File: src/rtl/core/u2c_pkg.sv
// u2c_pkg: shared types, constants and the code point to Windows-1252 map
// for the UTF-8 to CP1252 transcoder. No dependencies.
`timescale 1ns / 1ps

package u2c_pkg;

	typedef struct packed {
		logic [7:0] in_byte;
		logic       end_of_text;
	} in_t;

	typedef struct packed {
		logic [7:0] out_byte;
		logic       last_out;
	} out_t;

	typedef struct packed {
		logic [20:0] code_accum;
		logic [1:0]  bytes_pending;
	} st_t;

	typedef struct packed {
		logic [1:0]      cnt;
		out_t [1:0]      res;
	} dec_t;

	localparam logic [31:0] LANG_RESET      = 32'h0001_0000;
	localparam logic [31:0] LANG_UPPER_MASK = 32'hffff_0000;
	localparam logic [31:0] POLISH_SELECT   = 32'h0011_0000;
	localparam logic [7:0]  SPACE_BYTE      = 8'h20;
	localparam logic [7:0]  APOS_BYTE       = 8'h27;
	localparam logic [7:0]  QUOTE_BYTE      = 8'h22;
	localparam logic [7:0]  CONT_MASK       = 8'hc0;
	localparam logic [7:0]  CONT_MARK       = 8'h80;
	localparam logic [7:0]  LEAD2_MASK      = 8'he0;
	localparam logic [7:0]  LEAD2_MARK      = 8'hc0;
	localparam logic [7:0]  LEAD3_MASK      = 8'hf0;
	localparam logic [7:0]  LEAD3_MARK      = 8'he0;
	localparam logic [7:0]  LEAD4_MASK      = 8'hf8;
	localparam logic [7:0]  LEAD4_MARK      = 8'hf0;
	localparam int          RES_DEPTH       = 4;

	localparam logic [15:0] HIGH_TABLE [32] = '{
		16'h20ac, 16'h0000, 16'h201a, 16'h0192, 16'h201e, 16'h2026, 16'h2020, 16'h2021,
		16'h02c6, 16'h2030, 16'h0160, 16'h2039, 16'h0152, 16'h0000, 16'h017d, 16'h0000,
		16'h0000, 16'h2018, 16'h2019, 16'h201c, 16'h201d, 16'h2022, 16'h2013, 16'h2014,
		16'h02dc, 16'h2122, 16'h0161, 16'h203a, 16'h0153, 16'h0000, 16'h017e, 16'h0178
	};

	function automatic logic [7:0] map_code(input logic [20:0] cp);
		logic [7:0] r;
		r = SPACE_BYTE;
		if (cp == 21'h2018 || cp == 21'h2019) begin
			r = APOS_BYTE;
		end else if (cp == 21'h201c || cp == 21'h201d) begin
			r = QUOTE_BYTE;
		end else if (cp == 21'h00a0) begin
			r = SPACE_BYTE;
		end else if (cp < 21'h80 || (cp >= 21'ha0 && cp <= 21'hff)) begin
			r = cp[7:0];
		end else begin
			for (int i = 0; i < 32; i++) begin
				if (HIGH_TABLE[i] != 16'h0000 && {5'b0, HIGH_TABLE[i]} == cp) begin
					r = CONT_MARK | 8'(i);
				end
			end
		end
		return r;
	endfunction

endpackage

File: src/rtl/core/u2c_decode.sv
// u2c_decode: one-byte UTF-8 decode step (or raw pass-through), gives next state and up to two results.
// Depends on u2c_pkg.
`timescale 1ns / 1ps

module u2c_decode (
	input  logic [7:0]   in_byte,
	input  logic         end_of_text,
	input  logic         pass_thru,
	input  u2c_pkg::st_t st,
	output u2c_pkg::st_t nst,
	output u2c_pkg::dec_t dec
);

	typedef struct packed {
		logic         emit;
		logic [7:0]   byt;
		u2c_pkg::st_t st;
	} fresh_t;

	function automatic fresh_t fresh(input logic [7:0] b);
		fresh_t f;
		f = '0;
		if (b[7] == 1'b0) begin
			f.emit = 1'b1;
			f.byt  = b;
		end else if ((b & u2c_pkg::LEAD2_MASK) == u2c_pkg::LEAD2_MARK) begin
			f.st.code_accum    = {16'b0, b[4:0]};
			f.st.bytes_pending = 2'd1;
		end else if ((b & u2c_pkg::LEAD3_MASK) == u2c_pkg::LEAD3_MARK) begin
			f.st.code_accum    = {17'b0, b[3:0]};
			f.st.bytes_pending = 2'd2;
		end else if ((b & u2c_pkg::LEAD4_MASK) == u2c_pkg::LEAD4_MARK) begin
			f.st.code_accum    = {18'b0, b[2:0]};
			f.st.bytes_pending = 2'd3;
		end else begin
			f.emit = 1'b1;
			f.byt  = u2c_pkg::SPACE_BYTE;
		end
		return f;
	endfunction

	fresh_t      fr;
	logic [20:0] acc_next;
	logic [1:0]  n;

	always_comb begin
		fr       = fresh(in_byte);
		acc_next = {st.code_accum[14:0], in_byte[5:0]};
		nst      = st;
		n        = 2'd0;
		dec      = '0;
		if (pass_thru) begin
			nst = '0;
			dec.res[0].out_byte = in_byte;
			n = 2'd1;
		end else if (st.bytes_pending != 2'd0 &&
				(in_byte & u2c_pkg::CONT_MASK) == u2c_pkg::CONT_MARK) begin
			nst.code_accum    = acc_next;
			nst.bytes_pending = st.bytes_pending - 2'd1;
			if (st.bytes_pending == 2'd1) begin
				nst.code_accum = '0;
				dec.res[0].out_byte = u2c_pkg::map_code(acc_next);
				n = 2'd1;
			end
		end else begin
			if (st.bytes_pending != 2'd0) begin
				// broken sequence: space, then decode this byte afresh
				dec.res[0].out_byte = u2c_pkg::SPACE_BYTE;
				n = 2'd1;
			end
			nst = fr.st;
			if (fr.emit) begin
				dec.res[n[0]].out_byte = fr.byt;
				n = n + 2'd1;
			end
		end
		if (end_of_text) begin
			if (nst.bytes_pending != 2'd0) begin
				dec.res[n[0]].out_byte = u2c_pkg::SPACE_BYTE;
				n = n + 2'd1;
			end
			nst = '0;
			if (n != 2'd0) begin
				dec.res[n[0] ^ 1'b1].last_out = 1'b1;
			end
		end
		dec.cnt = n;
	end

endmodule

File: src/rtl/core/utf8_to_cp1252_transcoder_core.sv
// utf8_to_cp1252_transcoder_core: top level, input register, decode state and
// a four-entry result queue. Depends on u2c_pkg and u2c_decode.
// Data path: a byte is registered on acceptance, decoded while it is held in the
// input stage and written to the result queue when that stage advances; its first
// result can then be taken. Throughput: one byte per cycle while the result queue
// has room for two results; the single output port moves one result per cycle, so
// bytes giving two results drain at that rate.
// Reset: queue, input stage and decode state clear; language word to 0x00010000.
`timescale 1ns / 1ps

module utf8_to_cp1252_transcoder_core (
	input  logic          clk,
	input  logic          arst_n,
	input  logic          in_valid,
	output logic          in_ready,
	input  u2c_pkg::in_t  in_data,
	output logic          out_valid,
	input  logic          out_ready,
	output u2c_pkg::out_t out_data,
	input  logic          cfg_we,
	input  logic [31:0]   cfg_wdata
);

	logic [31:0]   lang_q;
	logic          valid_s1;
	u2c_pkg::in_t  data_s1;
	u2c_pkg::st_t  st_q;
	u2c_pkg::st_t  nst;
	u2c_pkg::dec_t dec;
	logic          pass_thru;
	logic          adv;
	logic          pop;

	u2c_pkg::out_t res_q [u2c_pkg::RES_DEPTH];
	logic [$clog2(u2c_pkg::RES_DEPTH)-1:0] wr_ptr_q, rd_ptr_q, wr_ptr1;
	logic [$clog2(u2c_pkg::RES_DEPTH):0]   cnt_q;

	assign pass_thru = (lang_q & u2c_pkg::LANG_UPPER_MASK) == u2c_pkg::POLISH_SELECT;
	assign adv       = valid_s1 &&
		(cnt_q <= ($clog2(u2c_pkg::RES_DEPTH)+1)'(u2c_pkg::RES_DEPTH - 2));
	assign in_ready  = !valid_s1 || adv;
	assign out_valid = cnt_q != '0;
	assign out_data  = res_q[rd_ptr_q];
	assign pop       = out_valid && out_ready;
	assign wr_ptr1   = wr_ptr_q + 1'b1;

	u2c_decode u_decode (
		.in_byte     (data_s1.in_byte),
		.end_of_text (data_s1.end_of_text),
		.pass_thru   (pass_thru),
		.st          (st_q),
		.nst         (nst),
		.dec         (dec)
	);

	always_ff @(posedge clk or negedge arst_n) begin
		if (!arst_n) begin
			lang_q <= u2c_pkg::LANG_RESET;
		end else if (cfg_we) begin
			lang_q <= cfg_wdata;
		end
	end

	always_ff @(posedge clk or negedge arst_n) begin
		if (!arst_n) begin
			valid_s1 <= 1'b0;
		end else if (in_ready) begin
			valid_s1 <= in_valid;
		end
	end

	always_ff @(posedge clk) begin
		if (in_ready && in_valid) begin
			data_s1 <= in_data;
		end
	end

	always_ff @(posedge clk or negedge arst_n) begin
		if (!arst_n) begin
			st_q <= '0;
		end else if (adv) begin
			st_q <= nst;
		end
	end

	always_ff @(posedge clk) begin
		if (adv && dec.cnt != 2'd0) begin
			res_q[wr_ptr_q] <= dec.res[0];
		end
		if (adv && dec.cnt == 2'd2) begin
			res_q[wr_ptr1] <= dec.res[1];
		end
	end

	always_ff @(posedge clk or negedge arst_n) begin
		if (!arst_n) begin
			wr_ptr_q <= '0;
			rd_ptr_q <= '0;
			cnt_q    <= '0;
		end else begin
			if (adv) begin
				wr_ptr_q <= wr_ptr_q + dec.cnt;
			end
			if (pop) begin
				rd_ptr_q <= rd_ptr_q + 1'b1;
			end
			cnt_q <= cnt_q + (adv ? {1'b0, dec.cnt} : '0) - {2'b0, pop};
		end
	end

	a_cnt_bound: assert property (@(posedge clk) disable iff (!arst_n)
		cnt_q <= ($clog2(u2c_pkg::RES_DEPTH)+1)'(u2c_pkg::RES_DEPTH))
		else $error("result queue overflow");

	a_pass_one: assert property (@(posedge clk) disable iff (!arst_n)
		adv && pass_thru |-> dec.cnt == 2'd1 && dec.res[0].out_byte == data_s1.in_byte)
		else $error("pass-through must give the raw byte once");

	a_end_clear: assert property (@(posedge clk) disable iff (!arst_n)
		adv && data_s1.end_of_text |=> st_q == '0)
		else $error("decode state not cleared at end of text");

	a_hold_s1: assert property (@(posedge clk) disable iff (!arst_n)
		valid_s1 && !adv |=> valid_s1 && $stable(data_s1))
		else $error("input stage lost a stalled transaction");

endmodule
File: config.mk
export PLATFORM = sky130hd
export DESIGN_NAME = utf8_to_cp1252_transcoder_core
export DESIGN_NICKNAME = d
export VERILOG_FILES = /design/src/rtl/core/u2c_pkg.sv /design/src/rtl/core/u2c_decode.sv /design/src/rtl/core/utf8_to_cp1252_transcoder_core.sv
export SDC_FILE = /design/constraint.sdc
export NUM_CORES = 1
export LEC_CHECK = 0
export ABC_AREA = 1
export BUFFER_PORTS_ARGS = -buffer_cell sky130_fd_sc_hd__buf_2
export CORE_MARGIN = 3
export CORE_UTILIZATION = 45
export CTS_CLUSTER_SIZE = 16
export DETAILED_ROUTE_END_ITERATION = 6
export PLACE_DENSITY = 0.71
export SLEW_MARGIN = 20
export SYNTH_ARGS = -nofsm -noshare
export SYNTH_HDL_FRONTEND = slang
export SYNTH_SLANG_ARGS = --single-unit
File: constraint.sdc
create_clock -name clk -period 4.8 [get_ports clk]
set_input_delay 0.72 -clock clk [delete_from_list [all_inputs] [get_ports clk]]
set_output_delay 0.72 -clock clk [all_outputs]
set_load 0.01 [all_outputs]
; After elaboration in Yosys (flattened, before gate mapping)
; Memories as Yosys holds them, arrays and structs flattened.
; Index checks and enable logic that the tools add are counted.
[totals]
ff_bits = 66
ramBits = 36
input_bits = 46
out_inout_bits = 11
wordCells = 170
mem_count = 1
[mem_list]
columns = name, depth, width, rd, rd_ports_with_merged_regs, wr, line_no
row1 = res_q, 4, 9, 1, 0, 2, utf8_to_cp1252_transcoder_core.sv:34  ; u2c_pkg::out_t res_q [u2c_pkg::RES_DEPTH];
[op_classes]
addsub = 8
order_cmp = 10
n_eq_ne = 39
mux = 82
bitwise = 1
reduce_logical = 20
[op_table]
columns = operator, count
row1 = $eq A14 B21 Y1 const A, 17
row2 = $mux W8, 36
row3 = $eq A9 B21 Y1 const A, 8
row4 = $mux W18, 5
row5 = $eq A21 B14 Y1 const B, 4
row6 = $mux W9, 8
row7 = $bwmux W18, 3
row8 = $mux W17, 3
row9 = $eq A10 B21 Y1 const A, 2
row10 = $demux W9 S1, 3
row11 = $eq A21 B8 Y1 const B, 1
row12 = $ge A21 B8 Y1 const B, 1
row13 = $le A21 B8 Y1 const B, 1
row14 = $lt A21 B8 Y1 const B, 1
row15 = $mux W2, 9
row16 = $eq A16 B5 Y1 const B, 1
row17 = $mux W15, 1
row18 = $mux W7, 2
row19 = $mux W6, 2
row20 = $logic_and A1 B1 Y1, 10
row21 = $mux W1, 9
row22 = $add A2 B1 Y2 const B, 4
row23 = $reduce_bool A2 Y1, 4
row24 = $lt A1 B2 Y1 const B, 3
row25 = 16 further kinds, 22

; Longest topological paths before layout
[logic_depth]
depth_word = 41
ltp_mapped = 22
depth_no_buf = 20

; Modules after synthesis
; Synthesis repeated with hierarchy kept, for this count alone.
[hier_totals]
cells_unflattened = 772
hier_area_um2 = 5864.4
[modules_own_cells]
columns = mod, n_inst, cells_per_inst, area_each_um2, seq_area_each_um2
row1 = utf8_to_cp1252_transcoder_core, 1, 444, 4189.0, 2528.7
row2 = u2c_decode, 1, 328, 1675.4, 0.0

; Least setup slack after synthesis
; No wires, ideal clock.
[synth_timing]
path_type = reg2reg
from = reg st_q[0] in the netlist's numbering
to = mem res_q[0][0] in the netlist's numbering (enable)
setup_time_ns = 0.387
arrival_ns = 2.818
required_ns = 4.413
setup_slack_ns = 1.594
path_stages_with_launch = 15
n_path_buf = 2
synth_period_minus_slack_ns = 3.206
path_cell_list = dfrtp_1 > inv_1 > ha_1 > buf_4 > nor3_4 > inv_2 > buf_6 > nand3_2 > nand3_1 > nand2_2 > nand2_2 > xor2_2 > a21oi_4 > o21ai_0 > o21ai_0
[synth_lines]
columns = element, line_no
row1 = start: declaration, utf8_to_cp1252_transcoder_core.sv:27  ; u2c_pkg::st_t st_q;
row2 = start signal: assignment, utf8_to_cp1252_transcoder_core.sv:82  ; st_q <= nst;
row3 = end: declaration, utf8_to_cp1252_transcoder_core.sv:34

; Final worst setup path
[layout_timing]
from = reg data_s1[4] in the netlist's numbering
to = reg cnt_q[2] in the netlist's numbering
[layout_between]
elab_chain_cells = 15
word_cells_on_any_way = 22
cone_classes = 3 x add/sub / 1 x eq/ne / 17 x mux / 1 x reduce/logical
[layout_lines]
columns = element, line_no
row1 = start: declaration, utf8_to_cp1252_transcoder_core.sv:26  ; u2c_pkg::in_t data_s1;
row2 = start signal: assignment, utf8_to_cp1252_transcoder_core.sv:74  ; data_s1 <= in_data;
row3 = $eq A5 B5 Y1 *, u2c_decode.sv:32  ; end else if ((b & u2c_pkg::LEAD4_MASK) == u2c_pkg::LEAD4_MARK) begin
row4 = $mux W9, u2c_decode.sv:32
row5 = $mux W9, u2c_decode.sv:29  ; end else if ((b & u2c_pkg::LEAD3_MASK) == u2c_pkg::LEAD3_MARK) begin
row6 = $mux W9, u2c_decode.sv:26  ; end else if ((b & u2c_pkg::LEAD2_MASK) == u2c_pkg::LEAD2_MARK) begin
row7 = $mux W9, u2c_decode.sv:23  ; if (b[7] == 1'b0) begin
row8 = $mux W2, u2c_decode.sv:72  ; if (fr.emit) begin
row9 = $mux W2, u2c_decode.sv:56  ; end else if (st.bytes_pending != 2'd0 &&
row10 = $mux W2, u2c_decode.sv:52  ; if (pass_thru) begin
row11 = $add A2 B1 Y2, u2c_decode.sv:80  ; n = n + 2'd1;
row12 = $mux W2, u2c_decode.sv:78  ; if (nst.bytes_pending != 2'd0) begin
row13 = $mux W2, u2c_decode.sv:77  ; if (end_of_text) begin
row14 = $mux W2 *, u2c_decode.sv:77
row15 = $mux W2 *, utf8_to_cp1252_transcoder_core.sv:107  ; cnt_q <= cnt_q + (adv ? {1'b0, dec.cnt} : '0) - {2'b0, pop};
row16 = $add A3 B2 Y3 *, utf8_to_cp1252_transcoder_core.sv:107
row17 = $sub A3 B1 Y3 *, utf8_to_cp1252_transcoder_core.sv:107
row18 = end signal: assignment, utf8_to_cp1252_transcoder_core.sv:107
row19 = end: declaration, utf8_to_cp1252_transcoder_core.sv:36  ; logic [$clog2(u2c_pkg::RES_DEPTH):0] cnt_q;
; Every way passes the cells marked *; elsewhere a longest branch is shown, timed or not. The select of a mux whose other input is x is not followed.
; A chain may end at the register's enable or synchronous reset.

==> metrics.txt <==
crit path time final=3.50 ns; Hold Fails Final Rpt=0; reg-to-reg slack, setup=1.30 ns; final setup TNS=0 ns; TritonCTS clock tree=built; H-tree depth=3; CP Launch Type=register; clk sinks=86; Port Buffers=40; GPL Wtd Cong=0.955; Synth Flop Type=edfxtp_1; peak supply drop=0.276 mV; register area share after synthesis=43.0%; Setup violations, final=0; Final HPWL DP=11,700 um; clock root cell=clkbuf_16; # resized after CTS=0; Worst-Skew Late Latency=0.35 ns; slowest CP cell=edfxtp_1; die width=117 um; Crit path buffers/inverters=2; Synth cell types=48; number of vias per cell=5.54; DR DRC count=1; Fill cells=1,150; RSZ-0062 raised after global routing=no; WL/cell=16.2 um; pwr/cell area=605 nW/um^2; Syn. warnings=0; multi-input logic area=2660 sq um; vias in the first global route=4,942; core area=11,700 sq um; register area=2380 sq um; Fmax achieved=285 MHz; crit path kind=reg2reg; Starting Density=47.2%; die area=13,700 sq um; Overflow after GRT=0; Post-synth EDFFs=45; status=finished, violations left; CP cell instances=inv_1 -> o21ai_0 -> ha_1 -> nand2_1 -> and3_4 -> inv_2 -> nand2_2 -> xor2_2 -> a21oi_4 -> nand2_1 -> ha_1 -> fa_1 -> xnor2_1 -> xor2_1; R2R Path Start=data_s1[4]; CP top delay family=adder cells; DR pass1 iterations=7; clk slew on worst S/H paths=0.06 ns; row count=39; Slew Limit Headroom=39.7%; Final Max Tran Viols=0; Crit. End Element=register; Worst R2R End=cnt_q[2]; Mapped Area=5530 sq um; Final period util=73.0%; Critical Path Fanout Max=8; worst slew pin tran=0.905 ns; post-synth top area share=24.4%; Worst Skew=0.0100 ns; Critical Path Max Stage Delay=0.56 ns; total power=3.73 mW; die height=117 um; min-delay worst type=in2async; share of layout cells above drive strength 1=12.0%; Synth Register Bits=86; cell taking the most area after synthesis=edfxtp_1; initial antenna violation count=0; post-CTS setup buffer count=0; Max-Cap Viols=0; CTS Buf Count=9; Post-CTS Hold Fix Bufs=0; top cells by area, synth=edfxtp_1 24%, dfrtp_1 18%, nand2_1 11%; syn nets=787; antenna viol nets, final=0; diode count=0; All-Layer GR Usage=23.4%; Arr. time, crit path=3.78 ns; failing checks=design-rule violations; ys async rst share=47.7%; largest net degree at the start of global routing=42; CTS Buffer Depth=2; Worst EP required=5.07 ns; Area Growth Syn to Fin=11.4%; DR iter-0 viols=498; Post-layout nets=826; total number of vias=5,097; first-pass GRT wire length=24,800 um; Leak=2.84 nW; post-synthesis cell count=733; I/O Pins=57; synthesized area per cell=7.54 sq um; reg2reg path depth=14; final WL=14,900 um
placed cells by master, fill, tap and decap left out, types with 15 or more instances in the layout:
| cell | instances |
|---|---|
| nand2_1 | 165 |
| nor2_1 | 105 |
| inv_1 | 89 |
| nand3_1 | 59 |
| o21ai_0 | 57 |
| edfxtp_1 | 45 |
| dfrtp_1 | 40 |
| buf_2 | 40 |
| o22ai_1 | 25 |
| nand4_1 | 23 |
| nor3_1 | 15 |
cells by family after synthesis:
logic type | count (synthesis) | synth area share, %
AND/OR/NAND/NOR | 392 | 32.2
adder cells (fa/ha/maj) | 8 | 1.95
buffers and inverters | 119 | 8.99
multiplexers | 3 | 0.611
flip-flops | 86 | 43.0
AO/OA/AOI/OAI | 121 | 12.4
XOR/XNOR | 4 | 0.770
worst max path at each step:
stage	startpoint	endpoint	slack, ns	cells past startpoint
final	data_s1[4]	cnt_q[2]	1.30	14
after global routing	st_q[0]	cnt_q[2]	1.02	16
after floorplan	st_q[0]	res_q[0][0]	1.59	14
after detailed placement	st_q[0]	cnt_q[2]	1.30	16
after CTS	st_q[0]	cnt_q[2]	1.28	16
after global placement	data_s1[4]	cnt_q[2]	1.42	14
cell usage after synthesis (5+ instances only):
library cell  count
nand2_1         165
o21ai_1          14
edfxtp_1         45
o21ai_0          57
ha_1              7
nand4_1          23
a21oi_1          11
o22ai_1          25
dfrtp_1          40
o211ai_1          5
nor2_1          106
nor3_1           15
clkbuf_1         10
nand3_1          59
inv_1            89
inv_2             5
layer usage:
| layer | routed length, um | track usage (%) | part of all wire (%) | vias up |
|---|---|---|---|---|
| met4 | 291 | 6.19 | 2.0 | 0 |
| met2 | 7080 | 38.9 | 48 | 167 |
| met1 | 6610 | 30.9 | 44 | 2359 |
| met5 | 0 | 0 | 0 | - |
| met3 | 880 | 5.24 | 5.9 | 23 |
| li1 | - | - | - | 2548 |
power breakdown:
group	internal [mW]	switching (mW)	total (mW)
clock	0.417	0.265	0.682
combinational	0.579	1.27	1.85
sequential	1.05	0.149	1.20
total	2.05	1.68	3.73
worst reg2reg max path: stages (launching register included):
cell and delay, ns:
edfxtp_1 0.56, inv_1 0.19, o21ai_0 0.34, ha_1 0.30
nand2_1 0.07, and3_4 0.20, inv_2 0.04, nand2_2 0.08
xor2_2 0.09, a21oi_4 0.34, nand2_1 0.12, ha_1 0.32
fa_1 0.44, xnor2_1 0.18, xor2_1 0.16
per-stage QoR:
stage          util (%)  setup slack [ns]  instance area, sq um  cells  hold WS [ns]
6_report           52.6              1.30                  6160    920         0.494
5_1_grt            52.6              1.02                  6160    920         0.526
4_1_cts            52.6              1.28                  6160    920         0.503
3_5_place_dp       50.1              1.30                  5860    904         0.495
3_3_place_gp       50.1              1.42                  5860    904         0.478
2_1_floorplan         -              1.59                  5530    733         0.424
cell type report:
| type | count | area share [%] |
|---|---|---|
| Multi-Input combinational cell | 528 | 43.1 |
| Timing Repair Buffer | 47 | 4.10 |
| Clock buffer | 13 | 4.06 |
| Inverter | 100 | 6.46 |
| Tap cell | 143 | 2.91 |
| Sequential cell | 86 | 38.6 |
| Clock inverter | 3 | 0.711 |
flip-flops by register name, indices dropped and copies added (netlist names):
| signal | cells |
|---|---|
| res_q | 36 |
| st_q | 17 |
| lang_q | 16 |
| data_s1 | 9 |
| cnt_q | 3 |
| rd_ptr_q | 2 |
| wr_ptr_q | 2 |
| valid_s1 | 1 |
(Power assumes the default switching activity.)
